==> config.mk <==
export PLATFORM = sky130hd
export DESIGN_NAME = sliding_window_variance_top
export DESIGN_NICKNAME = d
export VERILOG_FILES = /design/src/design/swv_pkg.sv /design/src/design/swv_cell.sv /design/src/design/swv_stats.sv /design/src/design/sliding_window_variance_top.sv
export SDC_FILE = /design/constraint.sdc
export NUM_CORES = 2
export LEC_CHECK = 0
export ABC_AREA = 1
export BUFFER_PORTS_ARGS = -buffer_cell sky130_fd_sc_hd__buf_4
export CAP_MARGIN = 20
export CORE_MARGIN = 3
export CORE_UTILIZATION = 45
export CTS_CLUSTER_SIZE = 10
export DETAILED_ROUTE_END_ITERATION = 6
export PLACE_DENSITY = 0.7
export REMOVE_ABC_BUFFERS = 1
export SETUP_SLACK_MARGIN = 0.3
export SLEW_MARGIN = 5
export SYNTH_ARGS = -nofsm -noshare
export SYNTH_HDL_FRONTEND = slang
export SYNTH_SLANG_ARGS = --single-unit
==> constraint.sdc <==
create_clock -name clk -period 7.7 [get_ports clk]
set_clock_uncertainty 0.05 [all_clocks]
set_input_delay 1.54 -clock clk [delete_from_list [all_inputs] [get_ports clk]]
set_output_delay 1.54 -clock clk [all_outputs]
set_load 0.01 [all_outputs]
==> src/design/swv_pkg.sv <==
package swv_pkg;

  localparam int SAMPLE_W = 16;
  localparam int SQUARE_W = 32;
  localparam int DIFF_W   = SAMPLE_W + 1;
  localparam int VAR_W    = 31;

  typedef logic signed [SAMPLE_W-1:0] sample_t;
  typedef logic [VAR_W-1:0]           variance_t;

  // what the window hands to the statistics pipeline for each item
  typedef struct packed {
    sample_t sample;
    sample_t oldest;
    logic    full;
  } win_item_t;

endpackage

==> src/design/swv_cell.sv <==
module swv_cell (
  input  logic             clk,
  input  logic             rst_n,
  input  logic             shift_en,
  input  swv_pkg::sample_t d,
  output swv_pkg::sample_t q
);

  swv_pkg::sample_t q_r;

  always_ff @(posedge clk) begin
    if (!rst_n) begin
      q_r <= '0;
    end else if (shift_en) begin
      q_r <= d;
    end
  end

  assign q = q_r;

endmodule

==> src/design/swv_stats.sv <==
module swv_stats #(
  parameter int WINDOW = 16
) (
  input  logic                clk,
  input  logic                rst_n,
  input  logic                in_valid,
  output logic                in_stall,
  input  swv_pkg::win_item_t  in_item,
  output logic                out_valid,
  input  logic                out_stall,
  output swv_pkg::variance_t  out_variance,
  output logic                out_window_full
);

  localparam int L      = $clog2(WINDOW);
  localparam int SUM_W  = swv_pkg::SAMPLE_W + 1 + L;
  localparam int MAG_W  = SUM_W - 1;
  localparam int SQS_W  = swv_pkg::SQUARE_W + L;
  localparam int PROD_W = 2 * MAG_W;

  // stage valids and their advance conditions
  logic v1_r, v2_r, v3_r, v4_r, v5_r;
  logic rdy1, rdy2, rdy3, rdy4, rdy5;

  assign rdy5 = !v5_r || !out_stall;
  assign rdy4 = !v4_r || rdy5;
  assign rdy3 = !v3_r || rdy4;
  assign rdy2 = !v2_r || rdy3;
  assign rdy1 = !v1_r || rdy2;

  assign in_stall = !rdy1;

  // stage 1: item as taken from the window
  swv_pkg::win_item_t s1_r;

  // stage 2: squares and sample difference
  logic [swv_pkg::SQUARE_W-1:0]     sqs_r, sqo_r;
  logic signed [swv_pkg::DIFF_W-1:0] dif_r;
  logic                              full2_r;
  logic signed [swv_pkg::SQUARE_W-1:0] sqs_c, sqo_c;
  logic signed [swv_pkg::DIFF_W-1:0]   dif_nxt;

  assign sqs_c   = s1_r.sample * s1_r.sample;
  assign sqo_c   = s1_r.oldest * s1_r.oldest;
  assign dif_nxt = {s1_r.sample[swv_pkg::SAMPLE_W-1], s1_r.sample}
                 - {s1_r.oldest[swv_pkg::SAMPLE_W-1], s1_r.oldest};

  // stage 3: running sums, the only loop in the datapath
  logic signed [SUM_W-1:0] sum_r, sum_nxt;
  logic [SQS_W-1:0]        sumsq_r, sumsq_nxt;
  logic                    full3_r;

  assign sum_nxt   = sum_r + {{(SUM_W-swv_pkg::DIFF_W){dif_r[swv_pkg::DIFF_W-1]}}, dif_r};
  assign sumsq_nxt = sumsq_r - {{L{1'b0}}, sqo_r} + {{L{1'b0}}, sqs_r};

  // stage 4: N*sum_sq (a shift by L, exact for a power-of-two WINDOW) and sum^2
  logic [PROD_W-1:0] sum2_r, prod_r;
  logic              full4_r;
  logic [MAG_W-1:0]  mag;
  logic [SUM_W-1:0]  neg_sum;

  assign neg_sum = -sum_r;
  assign mag     = sum_r[SUM_W-1] ? neg_sum[MAG_W-1:0] : sum_r[MAG_W-1:0];

  // stage 5: subtract and scale down by N*N (a shift by 2*L)
  swv_pkg::variance_t var_r, var_nxt;
  logic               full5_r;
  logic [PROD_W-1:0]  spread;

  assign spread  = prod_r - sum2_r;
  assign var_nxt = (full4_r && (prod_r > sum2_r)) ? spread[2*L +: swv_pkg::VAR_W] : '0;

  always_ff @(posedge clk) begin
    if (!rst_n) begin
      v1_r    <= 1'b0;
      v2_r    <= 1'b0;
      v3_r    <= 1'b0;
      v4_r    <= 1'b0;
      v5_r    <= 1'b0;
      sum_r   <= '0;
      sumsq_r <= '0;
    end else begin
      if (rdy1) v1_r <= in_valid;
      if (rdy2) v2_r <= v1_r;
      if (rdy3) v3_r <= v2_r;
      if (rdy4) v4_r <= v3_r;
      if (rdy5) v5_r <= v4_r;
      if (rdy3 && v2_r) begin
        sum_r   <= sum_nxt;
        sumsq_r <= sumsq_nxt;
      end
    end
  end

  always_ff @(posedge clk) begin
    if (rdy1 && in_valid) begin
      s1_r <= in_item;
    end
    if (rdy2 && v1_r) begin
      sqs_r   <= unsigned'(sqs_c);
      sqo_r   <= unsigned'(sqo_c);
      dif_r   <= dif_nxt;
      full2_r <= s1_r.full;
    end
    if (rdy3 && v2_r) begin
      full3_r <= full2_r;
    end
    if (rdy4 && v3_r) begin
      sum2_r  <= mag * mag;
      prod_r  <= {sumsq_r, {L{1'b0}}};
      full4_r <= full3_r;
    end
    if (rdy5 && v4_r) begin
      var_r   <= var_nxt;
      full5_r <= full4_r;
    end
  end

  assign out_valid       = v5_r;
  assign out_variance    = var_r;
  assign out_window_full = full5_r;

endmodule

==> src/design/sliding_window_variance_top.sv <==
// Sliding-window population variance of a signed 16-bit sample stream.
//
// Input channel: in_valid / in_stall with in_sample. An item is taken at a
// clock edge where in_valid is high and in_stall is low.
// Result channel: out_valid / out_stall with out_variance and
// out_window_full, one result per input item, in input order.
//
// The window is a row of WINDOW cells that shifts by one on each accepted
// item; the cell at the far end supplies the sample leaving the window.
// Each item passes through the registered stages item, squares, sums,
// products and scale; the block takes one item per cycle while in_stall
// is low, a rate set by the running-sum loop in the sums stage. Until
// WINDOW items have been taken, out_variance is 0 and out_window_full low.
//
// Reset (rst_n low, synchronous) empties the pipeline, zeroes the cells,
// both sums and the fill count. While out_stall is high the result holds;
// the five pipeline stages keep filling, and in_stall rises once they are
// all occupied.
module sliding_window_variance_top #(
  parameter int WINDOW = 16
) (
  input  logic                clk,
  input  logic                rst_n,
  input  logic                in_valid,
  output logic                in_stall,
  input  logic signed [15:0]  in_sample,
  output logic                out_valid,
  input  logic                out_stall,
  output logic [30:0]         out_variance,
  output logic                out_window_full
);

  localparam int FILL_W = $clog2(WINDOW + 1);

  logic             accept;
  swv_pkg::sample_t tap [WINDOW+1];
  logic [FILL_W-1:0] fill_r, fill_nxt;
  swv_pkg::win_item_t item;

  assign accept = in_valid && !in_stall;
  assign tap[0] = in_sample;

  for (genvar i = 0; i < WINDOW; i++) begin : g_cell
    swv_cell u_cell (
      .clk      (clk),
      .rst_n    (rst_n),
      .shift_en (accept),
      .d        (tap[i]),
      .q        (tap[i+1])
    );
  end

  assign fill_nxt = (fill_r == FILL_W'(WINDOW)) ? fill_r : fill_r + 1'b1;

  always_ff @(posedge clk) begin
    if (!rst_n) begin
      fill_r <= '0;
    end else if (accept) begin
      fill_r <= fill_nxt;
    end
  end

  // until the window is full the last cell still holds its reset zero
  assign item.sample = in_sample;
  assign item.oldest = tap[WINDOW];
  assign item.full   = (fill_r >= FILL_W'(WINDOW - 1));

  swv_stats #(
    .WINDOW (WINDOW)
  ) u_stats (
    .clk             (clk),
    .rst_n           (rst_n),
    .in_valid        (in_valid),
    .in_stall        (in_stall),
    .in_item         (item),
    .out_valid       (out_valid),
    .out_stall       (out_stall),
    .out_variance    (out_variance),
    .out_window_full (out_window_full)
  );

endmodule

# Word level (Yosys, flattened, before mapping)
# Index checks and enable logic that the tools add are counted.
[word_totals]
reg_bits = 548
input_bits = 20
[op_classes]
add_sub_neg = 7
mul = 3
n_lt_le_gt_ge = 2
eq_ne = 1
muxes = 1
bitwise = 1
n_reduce_logical = 19
[ops]
columns = ["op", "n"]
rows = [
  ["$mul 16x16->32", 2],
  ["$gt 40x40->1", 1],
  ["$mul 20x20->40", 1],
  ["$sub 39x39->39", 1],
  ["$add 36x32->36", 1],
  ["$sub 36x32->36", 1],
  ["$add 21x21->21", 1],
  ["$mux 20", 1],
  ["$neg 20->20", 1],
  ["$sub 16x16->17", 1],
  ["$logic_not 1->1", 7],
  ["$logic_and 1x1->1", 6],
  ["$add 5x1->5 const B", 1],
  ["$eq 5x5->1 const B", 1],
  ["$ge 5x4->1 const B", 1],
  ["$logic_or 1x1->1", 5],
  ["$reduce_and 2->1", 1],
  ["$not 1->1", 1],
]

# Logic depth before layout (Yosys ltp)
[logic_depth]
word_depth = 8
ltp_mapped = 38

# Hierarchy
# From an unflattened synthesis, not the netlist that was laid out.
[unflattened]
hier_cells = 7274
area_unflattened_um2 = 58451.1
[modules_own_cells]
columns = ["module", "n_inst", "cells_each", "area_each_um2", "seq_area_each_um2"]
rows = [
  ["swv_stats", 1, 5610, 47340.4, 7907.6],
  ["swv_cell", 16, 101, 674.4, 320.3],
  ["sliding_window_variance_top", 1, 48, 320.3, 100.1],
]

# Worst setup path before layout
# OpenSTA, ideal clock, no wires.
[synth_path]
kind = "register to register"
start = "register u_stats.sum_r[0]"
end = "register u_stats.sum2_r[31] (data pin)"
arrival_ps = 7150
required_time_ps = 7389
slack_ps = 239
path_stages_with_launch = 30
n_path_buf = 3
synth_period_minus_slack_ps = 7461
path_cell_list = "dfxtp_1 -> buf_6 -> inv_1 -> buf_1 -> ha_1 -> inv_1 -> nand2_1 -> xor2_1 -> inv_1 -> buf_2 -> nor2_1 -> fa_1 -> fa_1 -> inv_1 -> fa_1 -> inv_1 -> fa_1 -> fa_1 -> fa_1 -> inv_1 -> fa_1 -> inv_1 -> ha_1 -> a21oi_1 -> o21ai_0 -> o21bai_1 -> o21bai_1 -> nand3_1 -> nand2_1 -> xor2_1"
[synth_via]
elab_chain_cells = 3
[synth_lines]
columns = ["element", "line", "source"]
rows = [
  ["start: declaration", "swv_stats.sv:49", "logic signed [SUM_W-1:0] sum_r, sum_nxt;"],
  ["start signal: assignment", "swv_stats.sv:89", "sum_r <= sum_nxt;"],
  ["$neg 20->20", "swv_stats.sv:62", "assign neg_sum = -sum_r;"],
  ["$mux 20 (*)", "swv_stats.sv:63", "assign mag = sum_r[SUM_W-1] ? neg_sum[MAG_W-1:0] : sum_r[MAG_W-1:0];"],
  ["$mul 20x20->40 (*)", "swv_stats.sv:109", "sum2_r <= mag * mag;"],
  ["end signal: assignment", "swv_stats.sv:109", ""],
  ["end: declaration", "swv_stats.sv:57", "logic [PROD_W-1:0] sum2_r, prod_r;"],
]
# Every way passes the cells marked *; elsewhere a longest branch is shown, timed or not.
# A chain may end at the register's enable or synchronous reset.

# Final worst setup path
[layout_path]
start = "register u_stats.sum_r[1]"
end = "register u_stats.sum2_r[33] (data pin)"
# Same word-level chain as after synthesis.

==> metrics.md <==
| Metric | Value |
|---|---|
| Unrepaired setup endpoints after global routing | true |
| Critical Path RT | 8.04 ns |
| Root Buffer Master | clkbuf_16 |
| Routing usage on met3 | 0.0306 |
| R2r startpoint | u_stats.sum_r[1] |
| Crit path time final | 7.12 ns |
| Setup CP Type | flop to flop |
| Area growth from synthesis to final layout | 8.97% |
| Vias per Instance | 5.04 |
| PwrDens | roughly 460 nW/µm² |
| # port buffers | 53 |
| Met1 Track Usage GR | 0.303 |
| Maximum vdd drop | about 1.0 mV |
| Hold Path Sink | u_stats.s1_r[11] |
| Max capacitance violation total | 0 |
| Slew Viols, Final | 0 |
| Worst Tran Pin Value | 1.16 ns |
| Initial Util | 0.457 |
| Vias in the first global route | 44515 |
| Mean post-synth cell area | 8.13 µm² |
| # hold bufs at CTS | 0 |
| Setup slack, reg-to-reg | 0.58 ns |
| R2R depth | 31 |
| Mapped Area | 57000 µm² |
| Met2 usage | 0.374 |
| CTS tree | done |
| Final Hold Viols | 0 |
| DIE WIDTH | 362 µm |
| Max Clk Rate | 140 MHz |
| Nets | around 8300 |
| Place WS | 0.242 ns |
| Cts bufs inserted | 67 |
| Fin crit share | 0.925 |
| Drt initial violations | about 3200 |
| Hold path start | g_cell[15].u_cell.q[10] |
| Worst Path Max Fanout | 5 |
| CP arrival | 7.47 ns |
| Status | complete, no violations |
| Setup Viol. Count Final | 0 |
| Worst hold path stage count | 0 |
| Drt wl/cell | 16.7 µm |
| Number of synthesized register bits | between 500 and 600 |
| Clock tree buffer depth | 3 |
| Antenna viol nets, final | 0 |
| Syn Inst Count | 7010 |
| First-pass GRT wire length | 235 mm |
| GRT Total Usage | 0.225 |
| Clock-pin slew on the worst setup and hold paths | 0.06 ns |
| Tightest Hold Check Type | flop to flop |
| Core area | ~120000 µm² |
| Htree depth | 3 |
| Skew-Pair Late Insertion Delay | 0.68 ns |
| Ys Warns | 0 |
| Placed cell count | 8582 |
| Share of layout cells above drive strength 1 | 0.0588 |
| Slew HR | 0.229 |
| Via count | 43937 |
| DP Wirelength | ~120 mm |
| Most used cell along the critical path | inv_1 |
| Power Total | 28.8 mW |
| DRC viols | 0 |
| Pin count of the biggest net entering global routing | 177 |
| Total die area | 131000 µm² |
| Die Span Y | 362 µm |
| Pleak | around 31 nW |
| R2r endpoint | u_stats.sum2_r[33] |
| Startpoint Class | flop |
| Placed Area | 59200 µm² |
| CP endpoint kind | flop |
| CP peak stage delay | 0.54 ns |
| Most frequent cells in the layout | 1674 x inv_1, 1007 x nand2_1, 920 x nor2_1 |
| Fin area | 62100 µm² |
| Final wirelength | 146 mm |
| Most used routing layer | met2 |
| 1st-pass router iterations | 6 |
| GRT Residual Overflow | 0 |
| # rows | 129 |
| Non-Filler Instances | 8716 |
| Post-synthesis cell type count | 46 |
| Register area share after synthesis | 0.230 |
| # diodes | 0 |
| Setup slack after layout | around 0.58 ns |
| Most common cell after layout, fill and taps aside | inv_1 |
| IO Count | 54 |
| GPL Wtd Cong | around 0.98 |
| Critical path's slowest cell | fa_1 |
| Clock sinks | around 550 |
| Initial antenna violation count | 1 |
## final cells by class
type                    instances  area, µm²
clock buffers                  99       1840
clock inverters                12        269
fillers                     11937      62700
inverters                    1704       6440
multi-input cells            4572      37200
flip-flops and latches        545      13100
well taps                    1637       2050
repair buffers                147       1150
## state kept, by name, indices dropped and copies added (netlist names), 5 cells and up
register / flops
u_stats.sum_r: 21
u_stats.sumsq_r: 36
u_stats.sqs_r: 31
g_cell.u_cell.q: 256
u_stats.prod_r: 36
u_stats.s1_r: 33
u_stats.dif_r: 17
u_stats.out_variance: 31
u_stats.sum2_r: 39
u_stats.sqo_r: 31
fill_r: 5
## layer usage
layer	wire length (µm)	vias up
met2	69600	1174
li1	-	21267
met1	63700	21250
met4	4590	0
met3	7740	246
met5	0	-
## Yosys cell counts, drive strengths merged
cell / n / share of area
a211oi: 3 / 0.00040
a21boi: 15 / 0.0020
a21o: 29 / 0.0038
a21oi: 307 / 0.027
a31oi: 17 / 0.0019
and3: 2 / 0.00022
buf: 38 / 0.0042
clkbuf: 151 / 0.0099
clkinv: 6 / 0.00040
dfxtp: 323 / 0.11
edfxtp: 222 / 0.12
fa: 792 / 0.28
ha: 425 / 0.093
inv: 1698 / 0.11
nand2: 1037 / 0.069
nand2b: 1 / 0.00011
nand3: 191 / 0.017
nand3b: 6 / 0.00079
nand4: 44 / 0.0048
nor2: 965 / 0.065
nor3: 49 / 0.0048
nor4: 7 / 0.00077
o211ai: 11 / 0.0014
o21a: 9 / 0.0012
o21ai: 441 / 0.039
o21bai: 26 / 0.0034
o31ai: 2 / 0.00026
or2: 19 / 0.0021
xnor2: 62 / 0.0095
xor2: 112 / 0.017
## through the flow
step	utilization	hold slack, ns	TNS, ns
after floorplan	-	0.350	-0.0478
after global placement	0.475	0.358	0
after detailed placement	0.475	0.361	0
after CTS	0.492	0.354	0
after global routing	0.498	0.361	0
final	0.498	0.352	0
## how the worst max path moves through the flow
stage / slack, ns / endpoint / cells after the start / from
final: 0.58 / u_stats.sum2_r[33] / 31 / u_stats.sum_r[1]
after global routing: 0.25 / u_stats.sum2_r[34] / 27 / u_stats.sum_r[1]
after CTS: 0.28 / u_stats.sum2_r[31] / 28 / u_stats.sum_r[1]
after detailed placement: 0.24 / u_stats.sum2_r[34] / 28 / u_stats.sum_r[1]
after global placement: 0.30 / u_stats.sum2_r[34] / 28 / u_stats.sum_r[1]
after floorplan: -0.03 / u_stats.sum2_r[34] / 28 / u_stats.sum_r[0]
## cells by family after synthesis
| group | after synthesis | synth area share |
|---|---|---|
| buf+inv | 1893 | 0.126 |
| xor+xnor | 174 | 0.0267 |
| simple gates | 2321 | 0.164 |
| fa+ha+maj | 1217 | 0.372 |
| compound gates | 860 | 0.0805 |
| flops | 545 | 0.230 |
## critical path: cells and delay by family, from the launching register on
kind / cells / cell delay [ns]
buffers and inverters: 8 / 0.67
flip-flops: 1 / 0.35
adder cells (fa/ha/maj): 9 / 3.94
AO/OA/AOI/OAI: 1 / 0.10
AND/OR/NAND/NOR: 13 / 1.71
## power by group
group / total (mW) / switching [mW] / internal (mW)
clock: 3.02 / 1.27 / 1.75
sequential: 4.43 / 0.230 / 4.20
combinational: 21.3 / 13.6 / 7.76
total: 28.8 / 15.1 / 13.7
## repair_timing
item / in CTS / in global routing
endpoints found under the setup margin: 10 / 26
buffers inserted: 0 / 23
pin swaps: 1 / 23
resized for setup: 12 / 145
Note: power is estimated with default switching activity, not from simulation.
